`src/hw/rtl/cstk_pkg.sv`:
```
package cstk_pkg;

    localparam int COORD_BITS      = 16;
    localparam int DEF_STACK_DEPTH = 16;
    localparam int SIZE_BITS       = 15;
    localparam int DATA_W          = 64;
    localparam int CFG_IDX_W       = 2;
    localparam int CFG_DATA_W      = 16;
    localparam int SUM_W           = COORD_BITS + 2;

    typedef logic signed [COORD_BITS-1:0] coord_t;
    typedef logic [SIZE_BITS-1:0]         size_t;

    localparam logic OP_PUSH = 1'b0;
    localparam logic OP_POP  = 1'b1;

    localparam logic [1:0] ST_DONE      = 2'd0;
    localparam logic [1:0] ST_FULL      = 2'd1;
    localparam logic [1:0] ST_POP_BASE  = 2'd2;

    localparam logic [CFG_IDX_W-1:0] CFG_BASE_LEFT   = 2'd0;
    localparam logic [CFG_IDX_W-1:0] CFG_BASE_TOP    = 2'd1;
    localparam logic [CFG_IDX_W-1:0] CFG_BASE_WIDTH  = 2'd2;
    localparam logic [CFG_IDX_W-1:0] CFG_BASE_HEIGHT = 2'd3;

    localparam coord_t BASE_LEFT_RST   = '0;
    localparam coord_t BASE_TOP_RST    = '0;
    localparam size_t  BASE_WIDTH_RST  = SIZE_BITS'(1024);
    localparam size_t  BASE_HEIGHT_RST = SIZE_BITS'(768);

    localparam logic signed [SUM_W-1:0] SUM_MAX = SUM_W'((1 << (COORD_BITS - 1)) - 1);
    localparam logic signed [SUM_W-1:0] SUM_MIN = -SUM_MAX - SUM_W'(1);

    typedef struct packed {
        coord_t bottom;
        coord_t right;
        coord_t top;
        coord_t left;
    } rect_t;

    typedef struct packed {
        logic       push;
        logic       pop_rd;
        logic       pop_base;
        logic       pop_ld;
        logic       out_ld;
        logic [1:0] status;
    } cstk_cmd_t;

    typedef struct packed {
        logic full;
        logic empty;
        logic one;
    } cstk_sts_t;

    // inclusive far edge, start + size - 1, saturated to the coordinate range
    function automatic coord_t edge_end(input coord_t start, input size_t size);
        logic signed [SUM_W-1:0] s;
        coord_t r;
        s = SUM_W'(start) + $signed(SUM_W'(size)) - SUM_W'(1);
        if (s > SUM_MAX)
            r = COORD_BITS'(SUM_MAX);
        else if (s < SUM_MIN)
            r = COORD_BITS'(SUM_MIN);
        else
            r = COORD_BITS'(s);
        return r;
    endfunction

    function automatic rect_t make_rect(input coord_t x, input coord_t y,
                                        input size_t w, input size_t h);
        rect_t r;
        r.left   = x;
        r.top    = y;
        r.right  = edge_end(x, w);
        r.bottom = edge_end(y, h);
        return r;
    endfunction

    function automatic coord_t cmax(input coord_t a, input coord_t b);
        return (a > b) ? a : b;
    endfunction

    function automatic coord_t cmin(input coord_t a, input coord_t b);
        return (a < b) ? a : b;
    endfunction

endpackage

```
`src/hw/rtl/cstk_ctrl.sv`:
```
module cstk_ctrl (
    input  logic                clk,
    input  logic                rst_n,
    input  logic                s_tvalid,
    output logic                s_tready,
    input  logic                op,
    output logic                m_tvalid,
    input  logic                m_tready,
    output cstk_pkg::cstk_cmd_t cmd,
    input  cstk_pkg::cstk_sts_t sts
);
    import cstk_pkg::*;

    localparam logic S_IDLE = 1'b0;
    localparam logic S_READ = 1'b1;

    logic state_reg;
    logic state_next;
    logic out_valid_reg;
    logic out_valid_next;
    logic accept;

    assign s_tready = (state_reg == S_IDLE) && (!out_valid_reg || m_tready);
    assign accept   = s_tvalid && s_tready;
    assign m_tvalid = out_valid_reg;

    always_comb
    begin
        cmd        = '0;
        cmd.status = ST_DONE;
        state_next = state_reg;
        case (state_reg)
            S_IDLE:
            begin
                if (accept)
                begin
                    if (op == OP_PUSH)
                    begin
                        cmd.out_ld = 1'b1;
                        if (sts.full)
                            cmd.status = ST_FULL;
                        else
                            cmd.push = 1'b1;
                    end
                    else if (sts.empty)
                    begin
                        cmd.out_ld = 1'b1;
                        cmd.status = ST_POP_BASE;
                    end
                    else if (sts.one)
                    begin
                        cmd.out_ld   = 1'b1;
                        cmd.pop_base = 1'b1;
                    end
                    else
                    begin
                        cmd.pop_rd = 1'b1;
                        state_next = S_READ;
                    end
                end
            end
            S_READ:
            begin
                cmd.pop_ld = 1'b1;
                cmd.out_ld = 1'b1;
                state_next = S_IDLE;
            end
            default:
            begin
                state_next = S_IDLE;
            end
        endcase
    end

    always_comb
    begin
        if (cmd.out_ld)
            out_valid_next = 1'b1;
        else if (m_tready)
            out_valid_next = 1'b0;
        else
            out_valid_next = out_valid_reg;
    end

    always_ff @(posedge clk or negedge rst_n)
    begin
        if (!rst_n)
        begin
            state_reg     <= S_IDLE;
            out_valid_reg <= 1'b0;
        end
        else
        begin
            state_reg     <= state_next;
            out_valid_reg <= out_valid_next;
        end
    end

endmodule

```
`src/hw/rtl/cstk_dp.sv`:
```
module cstk_dp #(
    parameter int STACK_DEPTH = cstk_pkg::DEF_STACK_DEPTH
) (
    input  logic                             clk,
    input  logic                             rst_n,
    input  logic                             cfg_we,
    input  logic [cstk_pkg::CFG_IDX_W-1:0]   cfg_index,
    input  logic [cstk_pkg::CFG_DATA_W-1:0]  cfg_data,
    input  logic [cstk_pkg::DATA_W-1:0]      in_data,
    input  cstk_pkg::cstk_cmd_t              cmd,
    output cstk_pkg::cstk_sts_t              sts,
    output logic [cstk_pkg::DATA_W-1:0]      out_data,
    output logic [1:0]                       out_user
);
    import cstk_pkg::*;

    localparam int LVL_W = $clog2(STACK_DEPTH);

    coord_t bl_reg;
    coord_t bt_reg;
    size_t  bw_reg;
    size_t  bh_reg;
    coord_t bl_next;
    coord_t bt_next;
    size_t  bw_next;
    size_t  bh_next;

    logic [LVL_W-1:0] level_reg;
    rect_t            cur_reg;
    rect_t            rd_reg;
    rect_t            out_reg;
    logic [1:0]       status_reg;
    rect_t            stack_mem [STACK_DEPTH];

    rect_t  base_rect;
    rect_t  in_rect;
    rect_t  push_rect;
    rect_t  new_cur;
    coord_t in_x;
    coord_t in_y;
    size_t  in_w;
    size_t  in_h;

    assign in_x = in_data[COORD_BITS-1:0];
    assign in_y = in_data[2*COORD_BITS-1:COORD_BITS];
    assign in_w = in_data[2*COORD_BITS+SIZE_BITS-1:2*COORD_BITS];
    assign in_h = in_data[2*COORD_BITS+2*SIZE_BITS-1:2*COORD_BITS+SIZE_BITS];

    always_comb
    begin
        bl_next = bl_reg;
        bt_next = bt_reg;
        bw_next = bw_reg;
        bh_next = bh_reg;
        if (cfg_we)
        begin
            case (cfg_index)
                CFG_BASE_LEFT:   bl_next = cfg_data[COORD_BITS-1:0];
                CFG_BASE_TOP:    bt_next = cfg_data[COORD_BITS-1:0];
                CFG_BASE_WIDTH:  bw_next = cfg_data[SIZE_BITS-1:0];
                CFG_BASE_HEIGHT: bh_next = cfg_data[SIZE_BITS-1:0];
                default:         bl_next = bl_reg;
            endcase
        end
    end

    assign base_rect = make_rect(bl_next, bt_next, bw_next, bh_next);
    assign in_rect   = make_rect(in_x, in_y, in_w, in_h);

    // intersection with the current clip, empty results kept as they are
    always_comb
    begin
        push_rect.left   = cmax(cur_reg.left, in_rect.left);
        push_rect.top    = cmax(cur_reg.top, in_rect.top);
        push_rect.right  = cmin(cur_reg.right, in_rect.right);
        push_rect.bottom = cmin(cur_reg.bottom, in_rect.bottom);
    end

    always_comb
    begin
        if (cmd.push)
            new_cur = push_rect;
        else if (cmd.pop_base)
            new_cur = base_rect;
        else if (cmd.pop_ld)
            new_cur = rd_reg;
        else
            new_cur = cur_reg;
    end

    assign sts.full  = (level_reg == LVL_W'(STACK_DEPTH - 1));
    assign sts.empty = (level_reg == '0);
    assign sts.one   = (level_reg == LVL_W'(1));

    always_ff @(posedge clk or negedge rst_n)
    begin
        if (!rst_n)
        begin
            bl_reg    <= BASE_LEFT_RST;
            bt_reg    <= BASE_TOP_RST;
            bw_reg    <= BASE_WIDTH_RST;
            bh_reg    <= BASE_HEIGHT_RST;
            level_reg <= '0;
            cur_reg   <= make_rect(BASE_LEFT_RST, BASE_TOP_RST,
                                   BASE_WIDTH_RST, BASE_HEIGHT_RST);
        end
        else
        begin
            bl_reg <= bl_next;
            bt_reg <= bt_next;
            bw_reg <= bw_next;
            bh_reg <= bh_next;
            if (cfg_we)
            begin
                level_reg <= '0;
                cur_reg   <= base_rect;
            end
            else
            begin
                cur_reg <= new_cur;
                if (cmd.push)
                    level_reg <= level_reg + LVL_W'(1);
                else if (cmd.pop_base || cmd.pop_rd)
                    level_reg <= level_reg - LVL_W'(1);
            end
        end
    end

    // stack storage, level zero is taken from the base registers
    always_ff @(posedge clk)
    begin
        if (cmd.push)
            stack_mem[level_reg + LVL_W'(1)] <= push_rect;
        if (cmd.pop_rd)
            rd_reg <= stack_mem[level_reg - LVL_W'(1)];
    end

    always_ff @(posedge clk)
    begin
        if (cmd.out_ld)
        begin
            out_reg    <= new_cur;
            status_reg <= cmd.status;
        end
    end

    assign out_data = out_reg;
    assign out_user = status_reg;

endmodule

```
`src/hw/rtl/clip_rectangle_stack.sv`:
```
// channel  dir  tdata (low bit up)                         tuser
// s_axis   in   rect_x, rect_y, rect_width, rect_height    operation
// m_axis   out  clip_left, clip_top, clip_right, clip_bottom  status
// cfg      in   cfg_data at register cfg_index on cfg_we    -
//
// push, refused operation and pop to level zero: handled in the idle state alone
// pop to level one or above: also the read state, for the registered stack memory read
// the result is written to the output register at the end of its transaction's last cycle
// s_tready is high only when idle and the output register is empty or its result is taken
// a result held by m_tready low stalls the input until it is taken
// reset restores the base registers and level zero; no clearing pass is needed
module clip_rectangle_stack #(
    parameter int STACK_DEPTH = cstk_pkg::DEF_STACK_DEPTH
) (
    input  logic                            clk,
    input  logic                            rst_n,
    input  logic                            cfg_we,
    input  logic [cstk_pkg::CFG_IDX_W-1:0]  cfg_index,
    input  logic [cstk_pkg::CFG_DATA_W-1:0] cfg_data,
    input  logic                            s_tvalid,
    output logic                            s_tready,
    // rect_x[15:0], rect_y[31:16], rect_width[46:32], rect_height[61:47], zero fill
    input  logic [cstk_pkg::DATA_W-1:0]     s_tdata,
    // operation[0]
    input  logic                            s_tuser,
    output logic                            m_tvalid,
    input  logic                            m_tready,
    // clip_left[15:0], clip_top[31:16], clip_right[47:32], clip_bottom[63:48]
    output logic [cstk_pkg::DATA_W-1:0]     m_tdata,
    // status[1:0]
    output logic [1:0]                      m_tuser
);
    import cstk_pkg::*;

    cstk_cmd_t cmd;
    cstk_sts_t sts;

    cstk_ctrl u_ctrl (
        .clk      (clk),
        .rst_n    (rst_n),
        .s_tvalid (s_tvalid),
        .s_tready (s_tready),
        .op       (s_tuser),
        .m_tvalid (m_tvalid),
        .m_tready (m_tready),
        .cmd      (cmd),
        .sts      (sts)
    );

    cstk_dp #(
        .STACK_DEPTH (STACK_DEPTH)
    ) u_dp (
        .clk       (clk),
        .rst_n     (rst_n),
        .cfg_we    (cfg_we),
        .cfg_index (cfg_index),
        .cfg_data  (cfg_data),
        .in_data   (s_tdata),
        .cmd       (cmd),
        .sts       (sts),
        .out_data  (m_tdata),
        .out_user  (m_tuser)
    );

endmodule

```
`config.mk`:
```
export PLATFORM = sky130hd
export DESIGN_NAME = clip_rectangle_stack
export DESIGN_NICKNAME = d
export VERILOG_FILES = /design/src/hw/rtl/cstk_pkg.sv /design/src/hw/rtl/cstk_ctrl.sv /design/src/hw/rtl/cstk_dp.sv /design/src/hw/rtl/clip_rectangle_stack.sv
export SDC_FILE = /design/constraint.sdc
export NUM_CORES = 2
export LEC_CHECK = 0
export BUFFER_PORTS_ARGS = -buffer_cell sky130_fd_sc_hd__buf_2
export CAP_MARGIN = 20
export CORE_UTILIZATION = 35
export DETAILED_ROUTE_END_ITERATION = 10
export PLACE_DENSITY_LB_ADDON = 0.3
export SYNTH_ARGS = -nofsm -noshare
export SYNTH_HDL_FRONTEND = slang
export SYNTH_SLANG_ARGS = --single-unit
```
`constraint.sdc`:
```
create_clock -name clk -period 7.5 [get_ports clk]
set_clock_uncertainty 0.15 [all_clocks]
set_input_delay 1.875 -clock clk [delete_from_list [all_inputs] [get_ports clk]]
set_output_delay 1.875 -clock clk [all_outputs]
set_load 0.03 [all_outputs]
```
==> results.cfg <==
[sta]
tns_ps = 0
holdWs_ps = 349
period_share_pct = 96.4
hold_violations = 0
setup_viol = 0
maxSlewViolCount = 0
max_slew.worst_pin.slew_ps = 1110
fmax_ghz = 0.138
period_minus_slack_ps = 7230
slew_headroom_pct = 25.8

[layout]
area_growth_pct = 17.5
drive_above_1_share_pct = 29.7
largest_register_ffs = 1024
regMostFlops = u_dp.stack_mem
nNetsFinal = 4098

[route]
wire_per_inst_um = 27.5
via_per_inst = 5.50
wirelength_mm = 170
vias = 33892
drtAntennaViolNets = 0
drt_first_pass_iters = 5
drc = 0
dr.first_iter.drc_count = 3611

[grt]
overflow = 0
grt_pass1_wl_mm = 243
grt_max_degree = 93
antenna_found_initial = 26
grt_pass1_vias = 33766
grtUsageTotal_pct = 20.2

[yosys]
ys_types = 94
synth_area_leader_cell = edfxtp_1
synth_top_area_share_pct = 60.1
mappedNetlistArea_mm2 = 0.0577
yosys-top-cells-area = edfxtp_1, mux4_2, dfrtp_1
synth_seq_area_share_pct = 65.9
syn_avg_cell_area_um2 = 16.7
postSynthCellCount = 3448
yosys_warnings = 0
async_flop_share_pct = 10.3
synth_edf_count = 1154
ys_ff_latch = 1286
synth_nets = 3677
ys.flop_type = edfxtp_1

[power_and_ir_drop]
internal-power_uw = 15900
power_density_mw_per_mm2 = 341
finalPower_uw = 23100
p_leak_uw = 0.0232
sequentialPowerShare_pct = 41.5
switching_power_uw = 7260
switching_share_pct = 31.4
vdd_ir_drop_max_v = 0.000238
p_clk_share_pct = 29.3
combPwrFrac_pct = 29.2

[clocking]
cts_buffers = 138
hold_buffers = 0
cts_setup_buffers = 0
cts_sinks = 1286
cts_resized = 0
htreeDepth = 4
clock_latency_ps = 780
cts-root-buf = clkbuf_16
clockBufferDepth = 3
cts_tree = done
cts.clk_slew.worst_paths_ps = 60

[setup_path]
arrival_ps = 7540
start_kind = input pin
r2r_start = u_dp.bt_reg[0]
worst-r2r-cell-count = 14
path_class = in2reg
critPathSlowestCell = or4_1
cp_slowest_stage_delay_ps = 570
ff2ff_setup_slack_ps = 2400
crit_path_end_kind = flip-flop
rr_endpoint = u_dp.out_data[61]
cp_max_fo = 16
critPathMostFrequentCell = a21o_1
cp_data_required_time_ps = 7810

[floorplanning]
die_w_um = 408
die_h_um = 408
rows = 148
io_pins = 156
dieArea_mm2 = 0.166
core_mm2 = 0.163
start_util_pct = 35.3

[run_status]
status = completed

[flow_run]
maxCapViolCount = 0

[placed_design]
portBuffers = 153
hpwl_mm = 105
gp_congestion = 0.876

[worst_hold_path]
hold_class = reg2reg
min_path_cells = 1
min_to = u_dp.bh_reg[10]
holdCritStartpoint = u_dp.bh_reg[10]
per-stage QoR:
step	setup WS, ps	cells	cell area [µm²]	util (%)
floorplan	22.2	3448	57700	-
global placement	-811	5902	63200	38.7
detailed placement	-757	5902	63200	38.7
CTS	54.9	6155	67700	41.5
global route	-7.58	6157	67800	41.5
finish	267	6160	67800	41.5
final cells by class:
type                       count  area, µm²
timing repair buffer         444       3280
timing repair inverter         1       7.51
inverter                     137        522
multi-input combinational   1861      18800
clock inverter                78        783
clock buffer                 175       3710
tap                         2175       2720
sequential                  1286      38000
fill                       14582      95400
antenna                        3       7.51
cell families (layout without fill, tap and decap cells):
kind of cell | after synthesis | after routing | share of synthesized area [%]
xor+xnor | 89 | 89 | 1.35
fa+ha+maj | 141 | 141 | 3.11
mux | 541 | 541 | 16.6
compound gates | 570 | 570 | 6.56
other cells | 0 | 3 | 0
flops | 1286 | 1286 | 65.9
simple gates | 520 | 520 | 4.49
buf+inv | 301 | 835 | 2.01
worst max-delay path, delay by kind of cell:
| kind | cells | cell delay, ps |
|---|---|---|
| simple gates | 4 | 1190 |
| compound gates | 13 | 2350 |
| fa+ha+maj | 3 | 870 |
| buf+inv | 6 | 870 |
| mux | 1 | 360 |
cells in the final DEF (no fill, tap or decap), types with 17 or more instances in the layout:
cell and instances:
inv_1 131, a21oi_1 129, and3_1 17, edfxtp_1 1154, a21o_1 53, nand4_1 21, nor2_1 105, dfrtp_1 108
ha_1 136, xnor2_1 63, buf_2 149, buf_4 267, buf_12 25, o21ai_0 120, clkinv_2 22, a211oi_1 28
clkinv_1 28, clkbuf_16 141, o21a_1 56, mux2_2 125, o21bai_1 18, nor2b_1 20, nor3_1 48, dfstp_2 22
nand3_1 45, mux4_2 320, clkbuf_1 29, mux2i_1 96, xor2_1 24, nand2_1 136
synth_stat cells (7+ instances only):
master       n
and4_1       8
nor3_1      48
or2_2       11
dfrtp_1    110
ha_1       137
inv_1      136
or4_1        7
a211oi_1    29
mux4_2     320
o21ai_1     10
nor2_1     122
or3_1        9
a31oi_1     17
xnor2_1     65
o22ai_1     12
nand2_1    137
nand4_1     21
o211ai_1    13
and3_1      20
a211o_1     10
and2_1      16
nand3_1     46
nand2b_1    16
a21oi_1    129
dfstp_2     22
xor2_1      24
o31ai_1     10
mux2i_1     96
o32ai_1      9
a21o_1      54
o21ai_0    120
edfxtp_1  1154
o21a_1      56
nor4_1      11
o21bai_1    19
clkbuf_1   130
buf_1       25
mux2_2     125
nor2b_1     20
o221ai_1     8
routing by layer:
| metal | vias up | wire (µm) | part of all wire [%] | GRT usage, % |
|---|---|---|---|---|
| met5 | - | 75 | 0.044 | 0 |
| met4 | 14 | 4690 | 2.8 | 6.00 |
| met3 | 258 | 11700 | 6.9 | 3.96 |
| met2 | 1269 | 79300 | 47 | 31.8 |
| met1 | 17693 | 73900 | 44 | 28.4 |
| li1 | 14658 | - | - | - |
worst max-delay path by stage:
stage | startpoint | to | slack, ps | depth (start not counted)
finish | s_tdata[16] | u_dp.stack_mem[9][54] | 270 | 27
global route | s_tdata[20] | u_dp.stack_mem[15][53] | -8 | 25
detailed placement | s_tdata[16] | u_dp.stack_mem[8][54] | -760 | 26
floorplan | s_tdata[16] | u_dp.stack_mem[0][53] | 20 | 26
CTS | s_tdata[16] | u_dp.stack_mem[10][54] | 50 | 26
global placement | s_tdata[16] | u_dp.stack_mem[15][52] | -810 | 26
power groups by stage:
stage	clock, µW	combinational (µW)	sequential (µW)
global placement	0	6580	9750
finish	6780	6750	9600
floorplan	0	4040	9740
CTS	6890	6710	9610
detailed placement	0	6670	9740
global route	7150	7290	9640
No activity file was read; power rests on OpenSTA's default activity.
